===== src/sv/tscw_pkg.sv =====
// Package for the TCP sender congestion window block.
// Types, constants and codes shared by the controller, datapath and top level.
package tscw_pkg;

	localparam int WindowDepth = 64;
	localparam int IdxW = $clog2(WindowDepth);
	localparam int CntW = $clog2(WindowDepth + 1);
	localparam int CwndCap = (WindowDepth < 127) ? WindowDepth : 127;

	typedef enum logic [1:0] {
		OP_SEND    = 2'd0,
		OP_ACK     = 2'd1,
		OP_TIMEOUT = 2'd2,
		OP_NOP     = 2'd3
	} op_t;

	typedef enum logic [1:0] {
		ACT_NONE    = 2'd0,
		ACT_SEND    = 2'd1,
		ACT_RESEND  = 2'd2,
		ACT_REFUSED = 2'd3
	} action_t;

	typedef enum logic [1:0] {
		REG_RTO_INIT = 2'd0,
		REG_RTO_LIM  = 2'd1,
		REG_SST_INIT = 2'd2,
		REG_DUP_LIM  = 2'd3
	} reg_t;

	typedef enum logic [2:0] {
		ST_IDLE,
		ST_READ,
		ST_EVAL,
		ST_RETIRE,
		ST_DONE,
		ST_OUT
	} state_t;

	typedef struct packed {
		logic load;
		logic rd;
		logic eval;
		logic retire;
		logic finish_ack;
		logic emit;
	} cmd_t;

	typedef struct packed {
		logic ack_new;
		logic more;
		logic out_full;
	} stat_t;

	function automatic logic seq_above(input logic [31:0] a, input logic [31:0] b);
		logic [31:0] d;
		d = a - b;
		return (d != 32'd0) && !d[31];
	endfunction

endpackage


===== src/sv/tscw_ctrl.sv =====
// Controller state machine for the TCP sender congestion window block.
// Depends on tscw_pkg; drives commands to tscw_dp.
module tscw_ctrl (
	input  logic             clk,
	input  logic             arst_n,
	input  logic             in_fire,
	input  tscw_pkg::stat_t  stat,
	output tscw_pkg::cmd_t   cmd,
	output logic             busy
);
	import tscw_pkg::*;

	state_t state_q, state_d;

	always_ff @(posedge clk or negedge arst_n) begin
		if (!arst_n) state_q <= ST_IDLE;
		else state_q <= state_d;
	end

	always_comb begin
		state_d = state_q;
		unique case (state_q)
			ST_IDLE:   if (in_fire) state_d = ST_READ;
			ST_READ:   state_d = ST_EVAL;
			ST_EVAL:   state_d = stat.ack_new ? ST_RETIRE : ST_OUT;
			ST_RETIRE: state_d = stat.more ? ST_RETIRE : ST_DONE;
			ST_DONE:   state_d = ST_OUT;
			ST_OUT:    if (!stat.out_full) state_d = ST_IDLE;
			default:   state_d = ST_IDLE;
		endcase
	end

	always_comb begin
		cmd = '0;
		busy = (state_q != ST_IDLE);
		cmd.load = (state_q == ST_IDLE) && in_fire;
		unique case (state_q)
			ST_READ:   cmd.rd = 1'b1;
			ST_EVAL:   cmd.eval = 1'b1;
			ST_RETIRE: begin
				cmd.retire = stat.more;
				cmd.rd = stat.more;
			end
			ST_DONE:   cmd.finish_ack = 1'b1;
			ST_OUT:    cmd.emit = !stat.out_full;
			default:   ;
		endcase
	end

endmodule


===== config.mk =====
export PLATFORM = sky130hd
export DESIGN_NAME = tscw_ctrl
export DESIGN_NICKNAME = d
export VERILOG_FILES = /design/src/sv/tscw_pkg.sv /design/src/sv/tscw_ctrl.sv
export SDC_FILE = /design/constraint.sdc
export NUM_CORES = 1
export LEC_CHECK = 0
export ABC_AREA = 0
export BUFFER_PORTS_ARGS = -buffer_cell sky130_fd_sc_hd__buf_4
export CAP_MARGIN = 30
export CORE_AREA = 2 2 39 41
export CTS_BUF_LIST = sky130_fd_sc_hd__clkbuf_16
export DETAILED_ROUTE_END_ITERATION = 10
export DIE_AREA = 0 0 41 43
export PLACE_DENSITY = 0.49
export SLEW_MARGIN = 10
export SYNTH_ARGS = -nofsm -noshare
export SYNTH_HDL_FRONTEND = slang
export SYNTH_SLANG_ARGS = --single-unit

===== constraint.sdc =====
create_clock -name clk -period 0.9 [get_ports clk]
set_input_delay 0.09 -clock clk [delete_from_list [all_inputs] [get_ports clk]]
set_output_delay 0.09 -clock clk [all_outputs]
set_load 0.005 [all_outputs]

Yosys cells after proc, flatten, opt, wreduce, memory -nomap -nowiden:

Index checks and enable logic that the tools add are counted.

* register bits: 3
* output and inout port bits: 7
* logic and storage cells: 23

* equal/unequal tests: 7
* mux-type cells: 10
* reduce and logical (&&, ||, !) cells: 5

Operators with widths (count)
* $pmux 3 s6: 1
* $mux 3: 4
* $eq 3x2->1 const B: 2
* $eq 3x3->1 const B: 2
* $mux 1: 4
* $ne 2x2->1 const B: 2
* $eq 3x1->1 const B: 1
* $logic_not 3->1: 1
* $reduce_bool 3->1: 1
* $pmux 1 s2: 1
* $reduce_and 2->1: 1
* $logic_and 1x1->1: 1
* $logic_not 1->1: 1

Depth between registers and ports, before layout:

* word-level depth: 3
* depth in mapped cells: 4
* depth with buffers taken out: 3

Least setup slack after synthesis:

No wires, ideal clock.

* path type: register to output
* from: register state_q[0]
* to: output cmd[5] (netlist name)
* arrival: 0.943 ns
* path slack: -0.133 ns
* cell stages (with the launch flop): 4
* buffers on the path: 1
* cells stage by stage: dfrtp_1 > buf_6 > or3_4 > nor2_2

RTL lines
* start: declaration: RTL line tscw_ctrl.sv:13 `state_t state_q, state_d;`
* start signal: assignment: RTL line tscw_ctrl.sv:17 `else state_q <= state_d;`
* end: declaration: RTL line tscw_ctrl.sv:8 `output tscw_pkg::cmd_t cmd,`

==> impl_metrics.tcl <==
set metrics [dict create \
    cp.required_ns 0.81 \
    critPathMaxStageDelay_ns 0.41 \
    final_max_slew_viol_count 0 \
    violations "setup timing" \
    row_count 14 \
    yosysWarnings 0 \
    vdd_drop_max_mv 1.263 \
    nets 52 \
    wl_met2_microns 323 \
    pre_cts_slack_ns -0.1763 \
    die_x_microns 41 \
    status "finished with violations" \
    ctsRootBufferMaster "clkbuf_16" \
    synth_seq_cells 3 \
    syn_area_sq_um 222.7 \
    fill_cells 155 \
    grtUsageTotal 0.08350 \
    cp-start-kind "flop" \
    yosys.cell_types.count 17 \
    period_share 1.397 \
    ys.flop_type "dfrtp_1" \
    multi_input_area_sq_um 162.7 \
    worst_path_max_delay_cell "dfrtp_1" \
    syn_nets 31 \
    top_layer "met3" \
    power_leakage_nw 0.2357 \
    setup_viol 10 \
    total_power_mw 1.763 \
    clock.fmax_mhz 795.5 \
    die_area_sq_um 1763 \
    start_util 0.1609 \
    fp.dieH_microns 43 \
    synth_cells 25 \
    setup_ws_ns -0.3571 \
    clk_latency_ns 0.22 \
    min_path_type "in -> reg" \
    p_per_area_nw_per_um2 3688 \
    largest_reg_flops 3 \
    synth.avg_cell_area_sq_um 8.909 \
    wire_per_inst_microns 10.41 \
    first_pass_iters 2 \
    netlist.area_leader.share 0.3371 \
    grt_pass1_wl_microns 890 \
    core_area_sq_um 1384 \
    areaGrowthSynthToFinish_pct 114.6 \
    drive_gt1_frac 0.6222 \
    yosysMostFrequentCell "nand2b_1" \
    htree_levels 1 \
    synth_enable_flop_cells 0 \
    portBuffers 12 \
    grt_max_degree 10 \
    drt-initial-drc-count 3 \
    remaining_drc_errors 0 \
    cp_max_fo 5 \
    worstMarginPinSlew_ns 0.1747 \
    detail_route.vias_per_cell 3.984 \
    largestRegisters "state_q: 3 flops" \
    cts.clk_slew.worst_paths_ns 0.03 \
    post_cts_buffers 0 \
    cts_max_path_buffers 2 \
    ys_top_cells_by_area "dfrtp_1 34%, nand2b_1 11%, nor3b_1 6.7%" \
    antenna-diode-count 0 \
    regMostFlops "state_q" \
    hold_violations 0 \
    path_cells "or3_4 > nor2_2 > buf_4" \
    seqCellArea_sq_um 75.07 \
    ys_seq_area_frac 0.3371 \
    gr-total-overflow 0 \
    antenna_found_initial 0 \
    rsz0062_at_grt "true" \
    finClkSkew_ns 0.002795 \
    clkSinkCount 3 \
    io_pins 13 \
    ant_nets 0 \
    synthTopCellsByCount "4 x nand2b_1, 3 x dfrtp_1, 3 x nor2_1, 2 x nor3b_1" \
    cp-end-kind "output port" \
    slew_headroom 0.8829 \
    gp_congestion 0.7221 \
    crit_type "reg -> out" \
    grt_pass1_vias 219 \
    cap_viol_max_count 0 \
    cts_tree "done" \
    m1WireLength_microns 270 \
    route.met3.wl_microns 41 \
    rrSetupSlack_ns -0.08 \
    ys_async_sr_fraction 1.000 \
    synth_top_area_cell "dfrtp_1" \
    cts_buffers 3 \
    min_period_ns 1.257 \
    drt_wl_total_microns 635 \
    via_count 243 \
    worstPathArrival_ns 1.17 \
    dp_hpwl_microns 408.5 \
]
## critical path: cells and delay by family (launching register included)
kind / cells / cell delay, ns
simple gates: 2 / 0.43
flops: 1 / 0.41
buf+inv: 1 / 0.11
## metrics by stage
| stage | instances | instance area [sq um] | util | hold slack (ns) | TNS (ns) |
|---|---|---|---|---|---|
| final | 61 | 478.0 | 0.3454 | 0.1642 | -2.275 |
| after floorplan | 25 | 222.7 | - | -0.2056 | -0.1322 |
| after CTS | 61 | 473.0 | 0.3418 | 0.1579 | -2.299 |
| after detailed placement | 56 | 351.6 | 0.2541 | -0.1165 | -0.9115 |
| after global routing | 61 | 478.0 | 0.3454 | 0.1610 | -2.724 |
| after global placement | 56 | 351.6 | 0.2541 | -0.1180 | -0.8500 |
## cell type report
| type | instances | share of cell area |
|---|---|---|
| Multi-Input combinational cell | 20 | 0.3403 |
| Timing Repair Buffer | 17 | 0.2880 |
| Sequential cell | 3 | 0.1571 |
| Clock buffer | 3 | 0.1571 |
| Tap cell | 16 | 0.04188 |
| Clock inverter | 1 | 0.007853 |
| Inverter | 1 | 0.007853 |
## worst paths after layout
kind	cells past startpoint	start	end
min in group asynchronous	2	arst_n	state_q[1]$_DFFE_PN0P_
max	3	state_q[1]$_DFFE_PN0P_	cmd[5]
min	4	stat[2]	state_q[2]$_DFFE_PN0P_
min reg2reg	2	state_q[2]$_DFFE_PN0P_	state_q[1]$_DFFE_PN0P_
max reg2reg	4	state_q[1]$_DFFE_PN0P_	state_q[0]$_DFFE_PN0P_
max in group asynchronous	2	arst_n	state_q[0]$_DFFE_PN0P_
## layout by cell type, fill, tap and decap left out, drive strengths merged
cell	n
nand3b	1
o21ai	1
or3	1
o31ai	1
and4b	1
nand2b	4
a21oi	1
nor2b	1
nand2	1
dlygate4sd3	1
clkbuf	3
mux2i	1
nor2	4
a21boi	1
buf	16
inv	2
dfrtp	3
nor3b	2
## report_power, final
part | switching [mW] | internal, mW
Combinational | 0.327 | 0.493
Clock | 0.120 | 0.573
Sequential | 0.0516 | 0.198
Total | 0.499 | 1.26
## logic make-up after synthesis
group,share of synthesized area
buffers and inverters,0.06740
muxes,0.04495
DFF,0.3371
AOI/OAI and AO/OA,0.1123
and+or+nand+nor,0.4382
## metal layers
| layer | up-vias | track usage |
|---|---|---|
| li1 | 127 | - |
| met1 | 107 | 0.09385 |
| met2 | 9 | 0.1125 |
| met3 | 0 | 0.01571 |
| met4 | 0 | 0.1000 |
| met5 | - | 0 |
## repair_timing
item | CTS | global route
gates cloned | 0 | 0
pin swaps | 4 | 0
hold buffers | 1 | 0
endpoints found under the setup margin | 10 | 10
resized for setup | 8 | 2
endpoints found under the hold margin | 3 | 0
(Power assumes the default switching activity.)
